**config.mk**
```make
export PLATFORM = sky130hd
export DESIGN_NAME = msb_first_bit_writer
export DESIGN_NICKNAME = d
export VERILOG_FILES = /design/src/rtl/mbw_pkg.sv /design/src/rtl/mbw_ctrl.sv /design/src/rtl/mbw_datapath.sv /design/src/rtl/msb_first_bit_writer.sv
export SDC_FILE = /design/constraint.sdc
export NUM_CORES = 1
export LEC_CHECK = 0
export CORE_ASPECT_RATIO = 0.75
export CORE_UTILIZATION = 53
export CTS_CLUSTER_SIZE = 30
export DETAILED_ROUTE_END_ITERATION = 8
export DONT_BUFFER_PORTS = 1
export GPL_TIMING_DRIVEN = 0
export PLACE_DENSITY_LB_ADDON = 0.1
export SYNTH_ARGS = -nofsm -noshare
export SYNTH_HDL_FRONTEND = slang
export SYNTH_SLANG_ARGS = --single-unit
```
**constraint.sdc**
```tcl
create_clock -name clk -period 3.6 [get_ports clk]
set_input_delay 0.18 -clock clk [delete_from_list [all_inputs] [get_ports clk]]
set_output_delay 0.18 -clock clk [all_outputs]
set_load 0.02 [all_outputs]
```
**src/rtl/mbw_pkg.sv**
```systemverilog
`default_nettype none
// ----------------------------------------------------------------------------
// mbw_pkg
// Shared constants, operation codes and controller/datapath link types for
// the MSB-first bit writer.
// ----------------------------------------------------------------------------
package mbw_pkg;

  localparam int MAX_LITERAL_BITS_DEF = 32;
  localparam int VALUE_BITS           = 32;
  localparam int COUNT_BITS           = 6;
  localparam int BYTE_BITS            = 8;
  localparam int WORD_BITS            = VALUE_BITS + BYTE_BITS;
  localparam int FILL_BITS            = 3;
  localparam int PEND_BITS            = 3;
  localparam int TOTAL_BITS           = 24;

  localparam logic [TOTAL_BITS-1:0] COUNT_MAX = '1;
  localparam logic [BYTE_BITS-1:0]  STOP_BIT  = 8'h80;

  localparam logic [1:0] OP_LITERAL  = 2'd0;
  localparam logic [1:0] OP_TRAILING = 2'd1;
  localparam logic [1:0] OP_FINISH   = 2'd2;

  typedef struct packed {
    logic load_lit;
    logic load_trail;
    logic emit_byte;
    logic emit_finish;
  } cmd_t;

  typedef struct packed {
    logic pend_zero;
    logic pend_one;
    logic slot_free;
  } status_t;

endpackage : mbw_pkg
`default_nettype wire

```
**src/rtl/mbw_ctrl.sv**
```systemverilog
`default_nettype none
// ----------------------------------------------------------------------------
// mbw_ctrl
// Controller: takes one transaction at a time, sequences byte emission and
// the finish result.
// ----------------------------------------------------------------------------
module mbw_ctrl (
  input  wire logic            clk,
  input  wire logic            rst,
  input  wire logic            in_valid,
  output logic                 in_ready,
  input  wire logic [1:0]      operation,
  input  wire mbw_pkg::status_t status,
  output mbw_pkg::cmd_t        cmd
);
  import mbw_pkg::*;

  typedef enum logic [1:0] {
    IDLE,
    EMIT,
    FINISH
  } state_t;

  state_t state;
  state_t state_next;

  always_comb begin
    cmd        = '0;
    state_next = state;
    in_ready   = (state == IDLE);
    case (state)
      IDLE: begin
        if (in_valid) begin
          case (operation)
            OP_LITERAL: begin
              cmd.load_lit = 1'b1;
              state_next   = EMIT;
            end
            OP_TRAILING: begin
              cmd.load_trail = 1'b1;
              state_next     = EMIT;
            end
            OP_FINISH: begin
              state_next = FINISH;
            end
            default: begin
              state_next = IDLE;
            end
          endcase
        end
      end
      EMIT: begin
        cmd.emit_byte = status.slot_free && !status.pend_zero;
        if (status.pend_zero || (status.pend_one && status.slot_free)) begin
          state_next = IDLE;
        end
      end
      FINISH: begin
        cmd.emit_finish = status.slot_free;
        if (status.slot_free) begin
          state_next = IDLE;
        end
      end
      default: begin
        state_next = IDLE;
      end
    endcase
  end

  always_ff @(posedge clk) begin
    if (rst) begin
      state <= IDLE;
    end else begin
      state <= state_next;
    end
  end

endmodule : mbw_ctrl
`default_nettype wire

```
**src/rtl/mbw_datapath.sv**
```systemverilog
`default_nettype none
// ----------------------------------------------------------------------------
// mbw_datapath
// Datapath: bit packing word, fill and byte counters, and the output register.
// ----------------------------------------------------------------------------
module mbw_datapath #(
  parameter int MAX_LITERAL_BITS = mbw_pkg::MAX_LITERAL_BITS_DEF
) (
  input  wire logic                           clk,
  input  wire logic                           rst,
  input  wire logic [mbw_pkg::VALUE_BITS-1:0] value,
  input  wire logic [mbw_pkg::COUNT_BITS-1:0] bit_count,
  input  wire mbw_pkg::cmd_t                  cmd,
  output mbw_pkg::status_t                    status,
  output logic                                out_valid,
  input  wire logic                           out_ready,
  output logic [mbw_pkg::BYTE_BITS-1:0]       byte_value,
  output logic                                byte_valid,
  output logic                                last,
  output logic [mbw_pkg::TOTAL_BITS-1:0]      bytes_written
);
  import mbw_pkg::*;

  localparam int CAP = (MAX_LITERAL_BITS < VALUE_BITS) ? MAX_LITERAL_BITS : VALUE_BITS;
  localparam logic [COUNT_BITS-1:0] CAP_W = COUNT_BITS'(CAP);
  localparam logic [COUNT_BITS-1:0] VALUE_W = COUNT_BITS'(VALUE_BITS);

  logic [WORD_BITS-1:0]  word;
  logic [FILL_BITS-1:0]  fill;
  logic [PEND_BITS-1:0]  pend;
  logic [TOTAL_BITS-1:0] total;

  logic [COUNT_BITS-1:0] count_cap;
  logic [VALUE_BITS-1:0] lit;
  logic [WORD_BITS-1:0]  lit_word;
  logic [COUNT_BITS-1:0] bits_sum;
  logic [TOTAL_BITS-1:0] total_inc;
  logic [BYTE_BITS-1:0]  head;
  logic                  take;

  assign head      = word[WORD_BITS-1 -: BYTE_BITS];
  assign count_cap = (bit_count > CAP_W) ? CAP_W : bit_count;
  assign lit       = value << (VALUE_W - count_cap);
  assign lit_word  = {lit, {BYTE_BITS{1'b0}}} >> fill;
  assign bits_sum  = {{(COUNT_BITS-FILL_BITS){1'b0}}, fill} + count_cap;
  assign total_inc = (total == COUNT_MAX) ? total : total + 1'b1;
  assign take      = out_valid && out_ready;

  assign status.pend_zero = (pend == '0);
  assign status.pend_one  = (pend == PEND_BITS'(1));
  assign status.slot_free = !out_valid || out_ready;

  always_ff @(posedge clk) begin
    if (rst) begin
      word      <= '0;
      fill      <= '0;
      pend      <= '0;
      total     <= '0;
      out_valid <= 1'b0;
    end else begin
      if (cmd.emit_byte || cmd.emit_finish) begin
        out_valid <= 1'b1;
      end else if (take) begin
        out_valid <= 1'b0;
      end
      if (cmd.load_lit) begin
        word <= {head, {VALUE_BITS{1'b0}}} | lit_word;
        pend <= bits_sum[COUNT_BITS-1 -: PEND_BITS];
        fill <= bits_sum[FILL_BITS-1:0];
      end else if (cmd.load_trail) begin
        word <= {head | (STOP_BIT >> fill), {VALUE_BITS{1'b0}}};
        pend <= PEND_BITS'(1);
        fill <= '0;
      end else if (cmd.emit_byte) begin
        word      <= word << BYTE_BITS;
        pend      <= pend - 1'b1;
        total     <= total_inc;
      end else if (cmd.emit_finish) begin
        word      <= '0;
        fill      <= '0;
        total     <= '0;
      end
    end
  end

  always_ff @(posedge clk) begin
    if (cmd.emit_byte) begin
      byte_value    <= head;
      byte_valid    <= 1'b1;
      last          <= 1'b0;
      bytes_written <= total_inc;
    end else if (cmd.emit_finish) begin
      byte_value    <= (fill != '0) ? head : '0;
      byte_valid    <= (fill != '0);
      last          <= 1'b1;
      bytes_written <= (fill != '0) ? total_inc : total;
    end
  end

endmodule : mbw_datapath
`default_nettype wire

```
**src/rtl/msb_first_bit_writer.sv**
```systemverilog
`default_nettype none
// ----------------------------------------------------------------------------
// msb_first_bit_writer
// Packs literals MSB first into bytes; trailing-bits and finish transactions
// close the buffer.
//
//   channel | signals                                        | direction
//   --------+------------------------------------------------+----------
//   in      | in_valid/in_ready, operation, value, bit_count | to block
//   out     | out_valid/out_ready, byte_value, byte_valid,   | from block
//           | last, bytes_written                            |
//
// A literal emits each byte it completes (up to four), a trailing transaction
// the padded byte, a finish its result; an unused code emits nothing. Unless
// the output stalls, one byte per cycle leaves by the single output register.
// Reset clears the partial byte, fill and byte count; no clearing pass.
// A stalled output holds the emission sequence; no input is taken meanwhile.
// ----------------------------------------------------------------------------
module msb_first_bit_writer #(
  parameter int MAX_LITERAL_BITS = mbw_pkg::MAX_LITERAL_BITS_DEF
) (
  input  wire logic                           clk,
  input  wire logic                           rst,
  input  wire logic                           in_valid,
  output logic                                in_ready,
  input  wire logic [1:0]                     operation,
  input  wire logic [mbw_pkg::VALUE_BITS-1:0] value,
  input  wire logic [mbw_pkg::COUNT_BITS-1:0] bit_count,
  output logic                                out_valid,
  input  wire logic                           out_ready,
  output logic [mbw_pkg::BYTE_BITS-1:0]       byte_value,
  output logic                                byte_valid,
  output logic                                last,
  output logic [mbw_pkg::TOTAL_BITS-1:0]      bytes_written
);
  import mbw_pkg::*;

  cmd_t    cmd;
  status_t status;

  mbw_ctrl u_ctrl (
    .clk       (clk),
    .rst       (rst),
    .in_valid  (in_valid),
    .in_ready  (in_ready),
    .operation (operation),
    .status    (status),
    .cmd       (cmd)
  );

  mbw_datapath #(
    .MAX_LITERAL_BITS (MAX_LITERAL_BITS)
  ) u_datapath (
    .clk           (clk),
    .rst           (rst),
    .value         (value),
    .bit_count     (bit_count),
    .cmd           (cmd),
    .status        (status),
    .out_valid     (out_valid),
    .out_ready     (out_ready),
    .byte_value    (byte_value),
    .byte_valid    (byte_valid),
    .last          (last),
    .bytes_written (bytes_written)
  );

  a_idle_no_pending: assert property (@(posedge clk) disable iff (rst)
    in_ready |-> status.pend_zero)
    else $error("input ready while bytes are pending");

  a_one_command: assert property (@(posedge clk) disable iff (rst)
    $onehot0(cmd))
    else $error("more than one datapath command");

  a_empty_finish: assert property (@(posedge clk) disable iff (rst)
    (out_valid && !byte_valid) |-> (last && byte_value == '0))
    else $error("empty result that is not a clean finish");

  a_emit_after_free: assert property (@(posedge clk) disable iff (rst)
    (cmd.emit_byte || cmd.emit_finish) |=> out_valid)
    else $error("emitted transaction not presented");

endmodule : msb_first_bit_writer
`default_nettype wire
```
After elaboration in Yosys (flattened, before gate mapping)
Index checks and enable logic that the tools add are counted.

operators by class
  order comparisons = 1
  $add $sub $neg = 4
  multiplexer cells = 34
  equality and inequality tests = 10
  reductions and logical operators = 21
  shift-type cells = 3
  bitwise gates (word level) = 4

operators by type and width
  kind                                                   count
  2-to-1 mux 40 bit                                      4
  2-to-1 mux 24 bit                                      6
  OR 40 bit                                              1
  right shift 40 x 3 -> 40 bit                           1
  << shifter 32 x 6 -> 32 bit                            1
  adder 24 x 1 -> 24 bit (second input constant)         1
  == test 24 bit (second input constant)                 1
  2-to-1 mux 8 bit                                       3
  2-to-1 mux 3 bit                                       7
  2-to-1 mux 2 bit                                       5
  nonzero test 3 bit                                     3
  OR 8 bit                                               1
  right shift 8 x 3 -> 8 bit (first input constant)      1
  adder 3 x 6 -> 6 bit                                   1
  greater-than comparator 6 bit (second input constant)  1
  2-to-1 mux 1 bit                                       6
  2-to-1 mux 6 bit                                       1
  one-hot mux 2 bit (3 select lines)                     1
  AND reduction 3 bit                                    2
  subtractor 6 bit (first input constant)                1
  == test 2 x 1 -> 1 bit (second input constant)         2
  == test 2 bit (second input constant)                  2
  zero test 2 bit                                        2
  != test 2 x 1 -> 1 bit (second input constant)         2
  14 further kinds                                       21

word-level totals
  output and inout port bits = 36
  word-level logic and storage cells = 87
  flip-flop bits (word level) = 107

Longest topological paths before layout
  depth after elaboration = 7
  gate-level depth with buffers = 15
  depth with buffers taken out = 11

Hierarchy
From an unflattened synthesis, not the netlist that was laid out.

unflattened totals
  cells, all modules = 1009
  area, all modules = 8287.9 µm²

by module, submodules not included
  module        cells each  times used  area each (µm²)  sequential area each (µm²)
  mbw_datapath  993         1           8154.1           2402.3
  mbw_ctrl      16          1           133.9            40.0

Worst setup path after synthesis
OpenSTA, ideal clock, no wires.

  path kind = input to register
  start = input port bit_count[0] (netlist name)
  end = register u_datapath.word[25]
  stages on the path = 13
  required time = 3.478 ns
  path slack = 0.066 ns
  arrival = 3.412 ns
  library setup time = 0.122 ns
  path through = nor2b_1 buf_2 inv_2 buf_2 ha_1 buf_2 buf_4 mux2_2 mux4_2 a222oi_1 a22o_1 mux2i_1 a311o_1

on the way
  longest elaborated chain between the ends = 7

RTL lines
  item                              RTL line                    RTL
  from (decl)                       msb_first_bit_writer.sv:28  input wire logic [mbw_pkg::COUNT_BITS-1:0] bit_count,
  greater-than comparator 6 bit     mbw_datapath.sv:42          assign count_cap = (bit_count > CAP_W) ? CAP_W : bit_count;
  2-to-1 mux 6 bit (*)              mbw_datapath.sv:42
  subtractor 6 bit (*)              mbw_datapath.sv:43          assign lit = value << (VALUE_W - count_cap);
  << shifter 32 x 6 -> 32 bit (*)   mbw_datapath.sv:43
  right shift 40 x 3 -> 40 bit (*)  mbw_datapath.sv:44          assign lit_word = {lit, {BYTE_BITS{1'b0}}} >> fill;
  OR 40 bit (*)                     mbw_datapath.sv:67          word <= {head, {VALUE_BITS{1'b0}}} | lit_word;
  2-to-1 mux 40 bit (*)             mbw_datapath.sv:66          if (cmd.load_lit) begin
  to (signal assigned)              mbw_datapath.sv:67
  to (signal assigned)              mbw_datapath.sv:71          word <= {head | (STOP_BIT >> fill), {VALUE_BITS{1'b0}}};
  to (signal assigned)              mbw_datapath.sv:75          word <= word << BYTE_BITS;
  to (decl)                         mbw_datapath.sv:28          logic [WORD_BITS-1:0] word;

Every way passes the cells marked *; elsewhere a longest branch is shown, timed or not.
A chain may end at the register's enable or synchronous reset.

Worst setup path after layout
  start = input port bit_count[0] (netlist name)
  end = register u_datapath.word[32]

The elaborated chain is that of the path after synthesis.

==> flow_summary.toml <==
[logic_synthesis]
synth_seq_cells = 106
yosysTopAreaCell = "dfxtp_1"
synth_area_um2 = 8620
syn_nets = 1049
yosys-top-cells-area = "dfxtp_1 17%, edfxtp_1 11%, mux4_2 11%, nor2_1 6.0%, mux2i_1 5.6%"
synthArstFlopShare_pct = 0
avgSynthCellArea_um2 = 8.65
synthCells = 997
ys.flop_type = "dfxtp_1"
seq_area_frac_synth_pct = 28.3
yosys.area.top_type_share_pct = 17.2
yosys_warnings = 0
synth_cell_types = 87
synth_edf_count = 32

[timing]
fin_setup_tns_ns = 0
fin_ws_ns = 0.126
timing.fmax_ghz = 0.288
report.final.slew_viol_count = 0
fin_crit_sh_pct = 96.5
min_period_ns = 3.47
finalSetupViolCount = 0
hold_viol = 0
relSlewSlack_pct = 37.4
finalClockSkew_ns = 0.00729
holdWs_ns = 0.0659
tightestPinTransition_ns = 0.935
rsz0062_at_grt = "no"

[route]
remaining_drc_errors = 0
drtIter0Drc = 1345
first_pass_iters = 5
routed_wl_mm = 29.7
wl_per_cell_um = 24.3
ant_nets = 0
drt-vias-per-instance = 7.02
num_vias = 8591

[placed_design]
dp_hpwl_mm = 23.0
gp_congestion = 0.975
preCtsSetupSlack_ns = -0.780
dpl.cell_count = 1203
port_buffers = 0

[clocking]
h-tree-depth = 3
clk_latency_ns = 0.35
cts.sinks = 106
cts_tree = "done"
clk_path_buf_depth = 2
cts_made_buffers = 9
clk_pin_slew_ns = 0.07
cts-root-buf = "clkbuf_16"

[die]
io_pins = 80
die_width_um = 149
row_count = 39
core_um2 = 15600
die_area_um2 = 16800
start_util_pct = 55.4
die_h_um = 112

[power]
p_per_area_nw_per_um2 = 364
ir_worst_vdd_v = 0.000209
cellLeakagePower_uw = 0.00340

[worst_setup_path]
crit_end = "u_datapath.word[32]"
r2r_start = "u_datapath.fill[0]"
endpoint_kind = "flip-flop"
crit_path_start_kind = "input port"
cp.required_ns = 3.89
cp.arrival_ns = 3.76
r2r_setup_slack_ns = 0.19
cp-startpoint = "bit_count[0]"
crit_fanout = 10
reg2reg_depth = 9
worstSetupPathType = "in -> reg"
r2r_end = "u_datapath.bytes_written[15]"

[finish]
layout-drive-gt1-share_pct = 15.6
final_cells = 1223
nets = 1065
mostFrequentLayoutCell = "nor2_1"
fillers = 1400
area_growth_pct = 8.62
fin_util_pct = 60.1
final_cell_mix = "136 x nor2_1, 82 x nand2_1, 74 x dfxtp_1"
diodes = 0

[run_status]
outcome = "completed"

[worst_hold_path]
hold_class = "in -> reg"
min_delay_path_depth = 3

[global_routing]
grt_pass1_wl_mm = 45.9
grt_pass1_vias = 7913
globalRouteOverflowTotal = 0
grt_usage_pct = 36.1
antenna_found_initial = 0
grt_max_degree = 38

[flow_run]
cap_violations = 0
[registers in the layout, summed over array words and instances (netlist names)]
register / cells
u_datapath.word: 39
u_datapath.byte_valid: 1
u_datapath.pend: 3
u_datapath.total: 24
u_ctrl.state: 2
u_datapath.byte_value: 8
u_datapath.fill: 3
u_datapath.bytes_written: 24
u_datapath.out_valid: 1
u_datapath.last: 1
[report_power, final]
group          internal [µW]  switching [µW]
registers               1280            53.6
logic                    474             679
clock network            468             460
total                   2220            1190
[critical path, stage by stage]
cell	delay, ns
nor2b_1	0.10
buf_4	0.21
inv_4	0.12
buf_4	0.22
ha_4	0.33
buf_6	0.17
buf_8	0.19
mux4_2	0.46
mux2_2	0.39
o22ai_1	0.37
nor2_1	0.17
mux4_2	0.52
mux2i_1	0.18
o31a_1	0.13
[routing by layer]
metal,track usage (%),up-vias,wire length [µm]
met2,44.9,645,11100
li1,-,3789,-
met5,0,-,0
met4,5.44,0,227
met3,15.3,23,5050
met1,56.8,4134,13400
[worst min path at each step]
| stage | start | slack [ns] | endpoint |
|---|---|---|---|
| floorplan | operation[0] | 0.40 | u_datapath.fill[1] |
| global placement | operation[0] | 0.41 | u_datapath.fill[1] |
| finish | operation[0] | 0.07 | u_datapath.fill[1] |
| detailed placement | operation[0] | 0.43 | u_datapath.fill[1] |
| CTS | operation[0] | 0.06 | u_datapath.fill[1] |
| global route | rst | 0.09 | u_datapath.word[21] |
[logic make-up after synthesis]
group	after synthesis	synth area share, %
AND/OR/NAND/NOR	361	19.5
AO/OA/AOI/OAI	274	21.9
multiplexers	117	20.6
flip-flops	106	28.3
buffers and inverters	102	4.96
XOR/XNOR	29	3.38
adder cells (fa/ha/maj)	8	1.25
[Yosys cell counts (4+ instances only)]
| cell type | count |
|---|---|
| a211oi_1 | 16 |
| a22oi_1 | 14 |
| mux2_2 | 24 |
| o21ai_0 | 44 |
| o211ai_1 | 5 |
| o22ai_1 | 21 |
| edfxtp_1 | 32 |
| o31a_1 | 5 |
| o21a_1 | 7 |
| or3_1 | 10 |
| a221oi_1 | 7 |
| or2_2 | 5 |
| a21oi_1 | 66 |
| nor2b_1 | 7 |
| a311oi_1 | 6 |
| xor2_1 | 15 |
| nand2_1 | 82 |
| a222oi_1 | 4 |
| mux4_1 | 4 |
| and3_1 | 8 |
| and2_1 | 15 |
| nand3_1 | 24 |
| nor4_1 | 5 |
| ha_1 | 7 |
| a21o_1 | 9 |
| nand2b_1 | 9 |
| buf_2 | 12 |
| nor3_1 | 33 |
| nor2_1 | 138 |
| clkbuf_1 | 47 |
| mux2i_1 | 48 |
| dfxtp_1 | 74 |
| o31ai_1 | 6 |
| inv_1 | 25 |
| buf_1 | 10 |
| buf_4 | 6 |
| nand4_1 | 4 |
| xnor2_1 | 12 |
| a32oi_1 | 7 |
| mux4_2 | 41 |
| a31oi_1 | 8 |
[stage by stage]
stage	instance area [µm²]	power (µW)
2_1_floorplan	8620	2130
3_3_place_gp	8880	2400
4_1_cts	9230	3330
5_1_grt	9360	3520
6_report	9360	3410
3_5_place_dp	8900	2400
[area by class of cell]
cell class / count / area [µm²] / share of cell area (%)
Buffer: 76 / 367 / 3.92
Timing Repair Buffer: 5 / 50.0 / 0.535
Tap cell: 205 / 256 / 2.74
Inverter: 26 / 100 / 1.07
Clock inverter: 7 / 45.0 / 0.481
Clock buffer: 9 / 225 / 2.41
Multi-Input combinational cell: 789 / 5880 / 62.8
Sequential cell: 106 / 2440 / 26.1
[repair_timing]
action                                  4_1_cts  5_1_grt
setup buffers                                 2        2
endpoints found under the setup margin       41       42
hold buffers                                  0        0
gates cloned                                  0        0
pin swaps                                     3        1
resized for setup                            15       30
No activity file was read; power rests on OpenSTA's default activity.
